File: config.mk
export PLATFORM = sky130hd
export DESIGN_NAME = multi_tap_text_entry_flat
export DESIGN_NICKNAME = d
export VERILOG_FILES = /design/src/rtl/core/mtte_pkg.sv /design/src/rtl/core/mtte_chan_if.sv /design/src/rtl/core/mtte_key_decode.sv /design/src/rtl/core/multi_tap_text_entry.sv /design/src/flat_wrapper.sv
export SDC_FILE = /design/constraint.sdc
export NUM_CORES = 1
export LEC_CHECK = 0
export BUFFER_PORTS_ARGS = -buffer_cell sky130_fd_sc_hd__buf_2
export CORE_UTILIZATION = 64
export DETAILED_ROUTE_END_ITERATION = 10
export PLACE_DENSITY = 0.83
export SLEW_MARGIN = 20
export SYNTH_ARGS = -nofsm -noshare
export SYNTH_HDL_FRONTEND = slang
export SYNTH_SLANG_ARGS = --single-unit
File: constraint.sdc
create_clock -name clock -period 6.45 [get_ports clock]
set_clock_uncertainty 0.1 [all_clocks]
set_input_delay 1.29 -clock clock [delete_from_list [all_inputs] [get_ports clock]]
set_output_delay 1.29 -clock clock [all_outputs]
set_load 0.01 [all_outputs]
File: src/rtl/core/mtte_pkg.sv
// Package for the multi-tap text entry block: word types, action codes,
// key letter table and BCD increment. No dependencies.
package mtte_pkg;

   localparam int TEXT_LEN_DEF = 8;
   localparam int NUM_KEYS     = 9;
   localparam int OUT_CHARS    = 8;

   typedef logic [7:0] char_type;

   localparam char_type CHAR_SPACE = 8'h20;
   localparam char_type CHAR_ZERO  = 8'h30;
   localparam logic [3:0] BCD_MAX_DIGIT = 4'd9;
   localparam logic [1:0] TAP_LAST      = 2'd2;

   // exact two-key combinations
   localparam logic [NUM_KEYS-1:0] MASK_TOGGLE = 9'h030;
   localparam logic [NUM_KEYS-1:0] MASK_CLEAR  = 9'h006;
   localparam logic [NUM_KEYS-1:0] MASK_SPACE  = 9'h180;

   localparam logic [2:0] ACT_NONE   = 3'd0;
   localparam logic [2:0] ACT_TOGGLE = 3'd1;
   localparam logic [2:0] ACT_CLEAR  = 3'd2;
   localparam logic [2:0] ACT_SPACE  = 3'd3;
   localparam logic [2:0] ACT_KEY    = 3'd4;

   typedef struct packed {
      logic [2:0] act;
      logic [3:0] key;
   } action_type;

   typedef struct packed {
      logic [NUM_KEYS-1:0] key_mask;
   } req_word_type;

   typedef struct packed {
      char_type    char_0;
      char_type    char_1;
      char_type    char_2;
      char_type    char_3;
      char_type    char_4;
      char_type    char_5;
      char_type    char_6;
      char_type    char_7;
      logic        letter_mode;
      logic [15:0] press_count_bcd;
   } rsp_word_type;

   function automatic char_type key_letter(input logic [3:0] key, input logic [1:0] tap);
      logic [23:0] row;
      case (key)
         4'd0:    row = ".QZ";
         4'd1:    row = "ABC";
         4'd2:    row = "DEF";
         4'd3:    row = "GHI";
         4'd4:    row = "JKL";
         4'd5:    row = "MNO";
         4'd6:    row = "PRS";
         4'd7:    row = "TUV";
         default: row = "WXY";
      endcase
      case (tap)
         2'd0:    return row[23:16];
         2'd1:    return row[15:8];
         default: return row[7:0];
      endcase
   endfunction

   // digits above nine count as nine, as in the original counter
   function automatic logic [15:0] bcd_inc(input logic [15:0] v);
      logic [15:0] res;
      logic        carry;
      logic [3:0]  digit;
      res   = '0;
      carry = 1'b1;
      for (int d = 0; d < 4; d++) begin
         digit = v[4*d +: 4];
         if (digit > BCD_MAX_DIGIT) begin
            digit = BCD_MAX_DIGIT;
         end
         if (carry && digit == BCD_MAX_DIGIT) begin
            digit = 4'd0;
            carry = 1'b1;
         end else begin
            digit = digit + 4'(carry);
            carry = 1'b0;
         end
         res[4*d +: 4] = digit;
      end
      return res;
   endfunction

endpackage

File: src/rtl/core/mtte_chan_if.sv
// Valid/ready channel carrying one word of a payload type.
// Payload types come from mtte_pkg.
interface mtte_chan_if #(parameter type payload_type = logic);
   logic        valid;
   logic        ready;
   payload_type payload;

   modport source (output valid, output payload, input ready);
   modport sink   (input valid, input payload, output ready);
endinterface

File: src/rtl/core/mtte_key_decode.sv
// Key mask decoder: lowest pressed key and the three exact two-key actions.
// Uses mtte_pkg.
module mtte_key_decode (
   input  logic [mtte_pkg::NUM_KEYS-1:0] key_mask,
   output mtte_pkg::action_type          action
);

   logic [3:0] lo_key;

   always_comb begin
      lo_key = 4'd0;
      for (int i = mtte_pkg::NUM_KEYS - 1; i >= 0; i--) begin
         if (key_mask[i]) begin
            lo_key = 4'(i);
         end
      end
   end

   always_comb begin
      action.key = lo_key;
      if (key_mask == mtte_pkg::MASK_TOGGLE) begin
         action.act = mtte_pkg::ACT_TOGGLE;
      end else if (key_mask == mtte_pkg::MASK_CLEAR) begin
         action.act = mtte_pkg::ACT_CLEAR;
      end else if (key_mask == mtte_pkg::MASK_SPACE) begin
         action.act = mtte_pkg::ACT_SPACE;
      end else if (|key_mask) begin
         action.act = mtte_pkg::ACT_KEY;
      end else begin
         action.act = mtte_pkg::ACT_NONE;
      end
   end

endmodule

File: src/rtl/core/multi_tap_text_entry.sv
// Multi-tap text entry top level: input register, text state, result register.
// Uses mtte_pkg, mtte_chan_if and mtte_key_decode.
//
//   channel  dir  payload                                   handshake
//   req_if   in   key_mask                                  valid/ready
//   rsp_if   out  char_0..char_7, letter_mode, press_count  valid/ready
//
// One word per cycle unless stalled; each word passes input then result register.
// Every poll gives one result word, also when no key is pressed.
// Reset (synchronous) sets an all-space text, no cursor, alphabet mode, count 0.
// A stalled result holds both stages; req_if.ready drops only when both are full.
module multi_tap_text_entry #(
   parameter int TEXT_LEN = mtte_pkg::TEXT_LEN_DEF
) (
   input  logic         clock,
   input  logic         reset,
   mtte_chan_if.sink    req_if,
   mtte_chan_if.source  rsp_if
);

   localparam int CW = $clog2(TEXT_LEN);
   localparam logic [CW-1:0] CUR_LAST = CW'(TEXT_LEN - 1);

   logic                          in_valid_ff, in_valid_in;
   logic [mtte_pkg::NUM_KEYS-1:0] in_mask_ff;
   logic                          out_valid_ff, out_valid_in;
   mtte_pkg::rsp_word_type        out_word_ff, out_word_in;

   mtte_pkg::char_type text_ff [TEXT_LEN];
   mtte_pkg::char_type text_in [TEXT_LEN];
   logic [CW-1:0]      cursor_ff, cursor_in;
   logic               empty_ff, empty_in;
   logic [1:0]         tap_ff, tap_in;
   logic               last_valid_ff, last_valid_in;
   logic [3:0]         last_key_ff, last_key_in;
   mtte_pkg::char_type pending_ff, pending_in;
   logic               alpha_ff, alpha_in;
   logic [15:0]        count_ff, count_in;

   logic                 advance;
   logic                 step;
   logic                 advance_cursor;
   logic                 shift_text;
   logic                 clear_text;
   mtte_pkg::action_type action;
   mtte_pkg::char_type   out_chars [mtte_pkg::OUT_CHARS];

   assign advance      = !out_valid_ff || rsp_if.ready;
   assign step         = in_valid_ff && advance;
   assign req_if.ready = !in_valid_ff || advance;

   mtte_key_decode u_decode (
      .key_mask (in_mask_ff),
      .action   (action)
   );

   always_comb begin
      count_in       = count_ff;
      alpha_in       = alpha_ff;
      tap_in         = tap_ff;
      last_valid_in  = last_valid_ff;
      last_key_in    = last_key_ff;
      pending_in     = pending_ff;
      advance_cursor = 1'b0;
      clear_text     = 1'b0;
      unique case (action.act)
         mtte_pkg::ACT_TOGGLE: begin
            count_in = mtte_pkg::bcd_inc(count_ff);
            alpha_in = !alpha_ff;
         end
         mtte_pkg::ACT_CLEAR: begin
            count_in      = mtte_pkg::bcd_inc(count_ff);
            clear_text    = 1'b1;
            tap_in        = 2'd0;
            last_valid_in = 1'b0;
         end
         mtte_pkg::ACT_SPACE: begin
            count_in       = mtte_pkg::bcd_inc(count_ff);
            advance_cursor = 1'b1;
            pending_in     = mtte_pkg::CHAR_SPACE;
            tap_in         = 2'd0;
            last_valid_in  = 1'b0;
         end
         mtte_pkg::ACT_KEY: begin
            count_in = mtte_pkg::bcd_inc(count_ff);
            if (alpha_ff) begin
               if (!last_valid_ff || last_key_ff != action.key) begin
                  advance_cursor = 1'b1;
                  last_valid_in  = 1'b1;
                  last_key_in    = action.key;
                  tap_in         = 2'd0;
               end else begin
                  tap_in = (tap_ff >= mtte_pkg::TAP_LAST) ? 2'd0 : tap_ff + 2'd1;
               end
               pending_in = mtte_pkg::key_letter(action.key, tap_in);
            end else begin
               advance_cursor = 1'b1;
               pending_in     = mtte_pkg::CHAR_ZERO + 8'(action.key) + 8'd1;
            end
         end
         default: begin
         end
      endcase
   end

   always_comb begin
      cursor_in  = cursor_ff;
      empty_in   = empty_ff;
      shift_text = 1'b0;
      if (clear_text) begin
         cursor_in = '0;
         empty_in  = 1'b1;
      end else if (advance_cursor) begin
         if (empty_ff) begin
            cursor_in = '0;
            empty_in  = 1'b0;
         end else if (cursor_ff == CUR_LAST) begin
            shift_text = 1'b1;
         end else begin
            cursor_in = cursor_ff + 1'b1;
         end
      end
   end

   always_comb begin
      for (int j = 0; j < TEXT_LEN; j++) begin
         if (clear_text) begin
            text_in[j] = mtte_pkg::CHAR_SPACE;
         end else if (shift_text && j < TEXT_LEN - 1) begin
            text_in[j] = text_ff[(j + 1) % TEXT_LEN];
         end else begin
            text_in[j] = text_ff[j];
         end
         // pending character is rewritten at the cursor on every word unless the text is empty
         if (!empty_in && cursor_in == CW'(j)) begin
            text_in[j] = pending_in;
         end
      end
   end

   for (genvar k = 0; k < mtte_pkg::OUT_CHARS; k++) begin : g_out_char
      if (k < TEXT_LEN) begin : g_text
         assign out_chars[k] = text_in[k];
      end else begin : g_blank
         assign out_chars[k] = mtte_pkg::CHAR_SPACE;
      end
   end

   always_comb begin
      out_word_in.char_0          = out_chars[0];
      out_word_in.char_1          = out_chars[1];
      out_word_in.char_2          = out_chars[2];
      out_word_in.char_3          = out_chars[3];
      out_word_in.char_4          = out_chars[4];
      out_word_in.char_5          = out_chars[5];
      out_word_in.char_6          = out_chars[6];
      out_word_in.char_7          = out_chars[7];
      out_word_in.letter_mode     = alpha_in;
      out_word_in.press_count_bcd = count_in;
   end

   always_comb begin
      if (req_if.valid && req_if.ready) begin
         in_valid_in = 1'b1;
      end else if (advance) begin
         in_valid_in = 1'b0;
      end else begin
         in_valid_in = in_valid_ff;
      end
      if (step) begin
         out_valid_in = 1'b1;
      end else if (rsp_if.ready) begin
         out_valid_in = 1'b0;
      end else begin
         out_valid_in = out_valid_ff;
      end
   end

   always_ff @(posedge clock) begin
      if (req_if.valid && req_if.ready) begin
         in_mask_ff <= req_if.payload.key_mask;
      end
      if (step) begin
         out_word_ff <= out_word_in;
      end
   end

   always_ff @(posedge clock) begin
      if (reset) begin
         in_valid_ff   <= 1'b0;
         out_valid_ff  <= 1'b0;
         cursor_ff     <= '0;
         empty_ff      <= 1'b1;
         tap_ff        <= 2'd0;
         last_valid_ff <= 1'b0;
         last_key_ff   <= 4'd0;
         pending_ff    <= '0;
         alpha_ff      <= 1'b1;
         count_ff      <= '0;
         for (int j = 0; j < TEXT_LEN; j++) begin
            text_ff[j] <= mtte_pkg::CHAR_SPACE;
         end
      end else begin
         in_valid_ff  <= in_valid_in;
         out_valid_ff <= out_valid_in;
         if (step) begin
            cursor_ff     <= cursor_in;
            empty_ff      <= empty_in;
            tap_ff        <= tap_in;
            last_valid_ff <= last_valid_in;
            last_key_ff   <= last_key_in;
            pending_ff    <= pending_in;
            alpha_ff      <= alpha_in;
            count_ff      <= count_in;
            for (int j = 0; j < TEXT_LEN; j++) begin
               text_ff[j] <= text_in[j];
            end
         end
      end
   end

   assign rsp_if.valid   = out_valid_ff;
   assign rsp_if.payload = out_word_ff;

`ifndef SYNTHESIS
   a_tap_range: assert property (@(posedge clock) disable iff (reset)
      tap_ff <= mtte_pkg::TAP_LAST)
      else $error("tap index out of range");

   a_count_bcd: assert property (@(posedge clock) disable iff (reset)
      count_ff[3:0] <= mtte_pkg::BCD_MAX_DIGIT && count_ff[7:4] <= mtte_pkg::BCD_MAX_DIGIT
      && count_ff[11:8] <= mtte_pkg::BCD_MAX_DIGIT
      && count_ff[15:12] <= mtte_pkg::BCD_MAX_DIGIT)
      else $error("press count not BCD");

   a_clear_empties: assert property (@(posedge clock) disable iff (reset)
      step && action.act == mtte_pkg::ACT_CLEAR |=> empty_ff && tap_ff == 2'd0)
      else $error("clear did not empty the text");

   a_step_gives_word: assert property (@(posedge clock) disable iff (reset)
      step |=> out_valid_ff && out_word_ff.press_count_bcd == count_ff)
      else $error("processed word not presented");

   a_hold_on_stall: assert property (@(posedge clock) disable iff (reset)
      out_valid_ff && !rsp_if.ready |=> $stable(count_ff) && $stable(cursor_ff))
      else $error("state moved while result stalled");
`endif

endmodule

File: src/flat_wrapper.sv
// flat-port wrapper written by rule: the top's interface ports become plain ports
module multi_tap_text_entry_flat import mtte_pkg::*;
#(
   parameter int TEXT_LEN = mtte_pkg::TEXT_LEN_DEF
)
  (clock, reset, req_if_valid, req_if_payload, req_if_ready, rsp_if_valid, rsp_if_payload, rsp_if_ready);
  mtte_chan_if #(.payload_type(req_word_type)) req_if_i ();
  mtte_chan_if #(.payload_type(rsp_word_type)) rsp_if_i ();
  input  logic clock;
  input  logic reset;
  input wire logic [$bits(req_if_i.valid)-1:0] req_if_valid;
  input wire logic [$bits(req_if_i.payload)-1:0] req_if_payload;
  output wire logic [$bits(req_if_i.ready)-1:0] req_if_ready;
  output wire logic [$bits(rsp_if_i.valid)-1:0] rsp_if_valid;
  output wire logic [$bits(rsp_if_i.payload)-1:0] rsp_if_payload;
  input wire logic [$bits(rsp_if_i.ready)-1:0] rsp_if_ready;
  assign req_if_i.valid = req_if_valid;
  assign req_if_i.payload = req_if_payload;
  assign req_if_ready = req_if_i.ready;
  assign rsp_if_valid = rsp_if_i.valid;
  assign rsp_if_payload = rsp_if_i.payload;
  assign rsp_if_i.ready = rsp_if_ready;
  multi_tap_text_entry #(.TEXT_LEN(TEXT_LEN)) u_core (.clock(clock), .reset(reset), .req_if(req_if_i), .rsp_if(rsp_if_i));
endmodule
==> flow_summary.json <==
{
  "post_cts_buffers": 0,
  "synth.distinct_cells": 78,
  "fillers": 1118,
  "power.total_mw": 2.75,
  "peakVddDrop_mv": 0.195,
  "pwr-share-clk_pct": 36.1,
  "syn_nets": 992,
  "period_share_pct": 73.4,
  "relSlewSlack_pct": 28.1,
  "seq_area_frac_synth_pct": 53.9,
  "dieArea_um2": 16100,
  "cts_resized": 0,
  "p_leak_nw": 3.91,
  "end_kind": "register",
  "grt_pass1_wl_mm": 38.8,
  "netlist_area_um2": 9990,
  "synthArstFlopShare_pct": 0,
  "yosysMostFrequentCell": "edfxtp_1",
  "grt_setup_unrepaired": "false",
  "critical_path_required_ps": 6540,
  "drc": 0,
  "max_freq_mhz": 211,
  "num_rows": 45,
  "gp_congestion": 0.945,
  "cp_max_fo": 24,
  "fin_tns_setup_ps": 0,
  "areaGrowthSynthToFinish_pct": 10.3,
  "cts_tree": "yes",
  "hold_viol": 0,
  "switchingPower_uw": 709,
  "max_stage_delay_ps": 980,
  "slew_violations": 0,
  "finalSetupViolations": 0,
  "drive_above_1_share_pct": 17.4,
  "crit_family": "compound AO/OA/AOI/OAI gates",
  "min_period_ps": 4740,
  "insertion_delay_ps": 440,
  "yosysWarnings": 0,
  "synth_top_cell_area_share_pct": 46.3,
  "cts_max_level": 4,
  "hold_path.class": "register to register",
  "crit_buf_inv": 0,
  "combPwrFrac_pct": 11.1,
  "tightest_slew_ps": 1080,
  "grt_max_degree": 87,
  "avgViaCountPerCell": 6.77,
  "antenna_found_initial": 0,
  "ys.flop_type": "edfxtp_1",
  "first_pass_iters": 7,
  "synthTopCellsByCount": "edfxtp_1 (154), a21oi_1 (127), nand2_1 (76), nor2_1 (60), a211oi_1 (57)",
  "maxCapViolations": 0,
  "antennaDiodeCount": 0,
  "cts_sinks": 192,
  "avgSynthCellArea_um2": 10.3,
  "dr.first_iter.drc_count": 1134,
  "outcome": "finished, final reports clean",
  "cts-buffers-inserted": 17,
  "synthCells": 966,
  "synth-edff-count": 154,
  "synthTopCellsByArea": "edfxtp_1 (46%), dfxtp_1 (7.6%), a21oi_1 (6.4%)",
  "cp_slowest_cell": "a22o_1",
  "ant_nets": 0,
  "vias": 8200,
  "wire_per_inst_um": 20.4,
  "p_seq_share_pct": 52.8,
  "grt_usage_pct": 31.3,
  "hpwl_mm": 15.9,
  "nNetsFinal": 1037,
  "grt_pass1_vias": 7462,
  "gr-total-overflow": 0,
  "p_sw_share_pct": 25.8,
  "io_pins": 96,
  "critical_path_class": "register to register",
  "cts-root-buf": "clkbuf_16",
  "cp-start-kind": "register",
  "internal-power_mw": 2.04,
  "path_clk_slew_ps": 70,
  "initial_core_util_pct": 65.7,
  "ys_ff_latch": 192,
  "wl_mm": 24.8,
  "die_h_um": 127,
  "die_w_um": 127,
  "power.density_nw_per_um2": 250,
  "io_buffers": 95,
  "cts-hold-fix-buffers": 0,
  "coreArea_um2": 15200,
  "cp.arrival_ps": 4830,
  "worstPathCellList": "or4_1, or3_4, o21a_1, a21oi_1, a22o_1, a31oi_1, or2_1",
  "post-synth-top-area-cell": "edfxtp_1",
  "clockBufferDepth": 2
}
-- power groups by stage --
stage / combinational (mW) / clock, mW / sequential, mW
6_report: 0.304 / 0.994 / 1.46
5_1_grt: 0.330 / 1.04 / 1.46
4_1_cts: 0.300 / 0.997 / 1.45
3_5_place_dp: 0.298 / 0 / 1.48
3_3_place_gp: 0.293 / 0 / 1.48
2_1_floorplan: 0.200 / 0 / 1.48
-- flip-flops by register name, indices dropped and copies added, names as in the netlist --
register and cells:
u_core.tap_ff 2, u_core.in_mask_ff 9, u_core.pending_ff 8, u_core.text_ff 64, u_core.in_valid_ff 1, u_core.cursor_ff 3
u_core.last_key_ff 4, u_core.count_ff 16, u_core.alpha_ff 1, u_core.rsp_if.valid 1, u_core.rsp_if.payload 81, u_core.last_valid_ff 1
u_core.empty_ff 1
-- logic make-up after synthesis --
group / count (synthesis) / synth area share [%]
muxes: 9 / 0.977
DFF: 192 / 53.9
AOI/OAI and AO/OA: 327 / 21.7
adders and majority gates: 13 / 1.63
buffers and inverters: 89 / 3.83
and+or+nand+nor: 331 / 17.5
xor gates and xnor gates: 5 / 0.438
-- metrics by stage --
| stage | cell area (um2) | setup slack (ps) | hold WS (ps) | instances | util (%) |
|---|---|---|---|---|---|
| 2_1_floorplan | 9990 | 1700 | 337 | 966 | - |
| 3_3_place_gp | 10500 | 1870 | 350 | 1180 | 68.8 |
| 3_5_place_dp | 10500 | 1760 | 352 | 1180 | 68.9 |
| 4_1_cts | 11000 | 1790 | 361 | 1211 | 72.5 |
| 5_1_grt | 11000 | 1450 | 377 | 1211 | 72.5 |
| 6_report | 11000 | 1710 | 360 | 1211 | 72.5 |
-- worst min-delay path, cell delays in order (launching register included) --
cell and delay [ps]:
dfxtp_1 310, nand2_1 50, a21oi_1 50
-- metal layers --
layer  global-route usage (%)  up-vias  share of wire [%]
li1                         -     3816                  -
met1                     42.7     3833                 41
met2                     49.1      479                 48
met3                     5.44       72                8.4
met4                     14.7        0                3.1
met5                        0        -                  0
-- layout by cell type (no fill, tap or decap), types with 7 or more instances in the layout --
cell type,Yosys,final
and3_1,52,52
dfxtp_1,38,38
nor2_1,60,60
inv_1,8,8
nor3_1,44,43
o21ai_0,47,47
buf_2,21,95
nand2_1,76,75
a21oi_1,127,126
ha_1,13,13
or3_1,9,9
nor4_2,9,9
nor2b_1,8,8
a211oi_1,57,56
clkbuf_16,0,17
a211oi_2,8,8
a221oi_1,7,7
edfxtp_1,154,154
nand3_1,22,22
nand4_1,10,10
buf_4,4,10
o211ai_1,11,11
nor4_1,9,9
-- cell type report --
class	instances	area [um2]	area share [%]
sequential	192	5390	48.9
multi-input combinational	685	4270	38.7
timing repair buffer	105	551	5.00
clock buffer	18	429	3.89
tap	188	235	2.13
clock inverter	13	115	1.04
inverter	10	40.0	0.363
-- worst paths after layout --
kind | startpoint | to | slack [ps] | depth (start not counted)
worst min-delay path | u_core.pending_ff[4]$_SDFFE_PP0P_ | u_core.pending_ff[4]$_SDFFE_PP0P_ | 360 | 2
worst max-delay path | u_core.in_mask_ff[0]$_DFFE_PP_ | u_core.rsp_if.payload[19]$_DFFE_PP_ | 1710 | 7
worst max register to register | u_core.in_mask_ff[0]$_DFFE_PP_ | u_core.rsp_if.payload[19]$_DFFE_PP_ | 1710 | 7
worst min register to register | u_core.pending_ff[4]$_SDFFE_PP0P_ | u_core.pending_ff[4]$_SDFFE_PP0P_ | 360 | 2
Note: power is estimated with default switching activity, not from simulation.
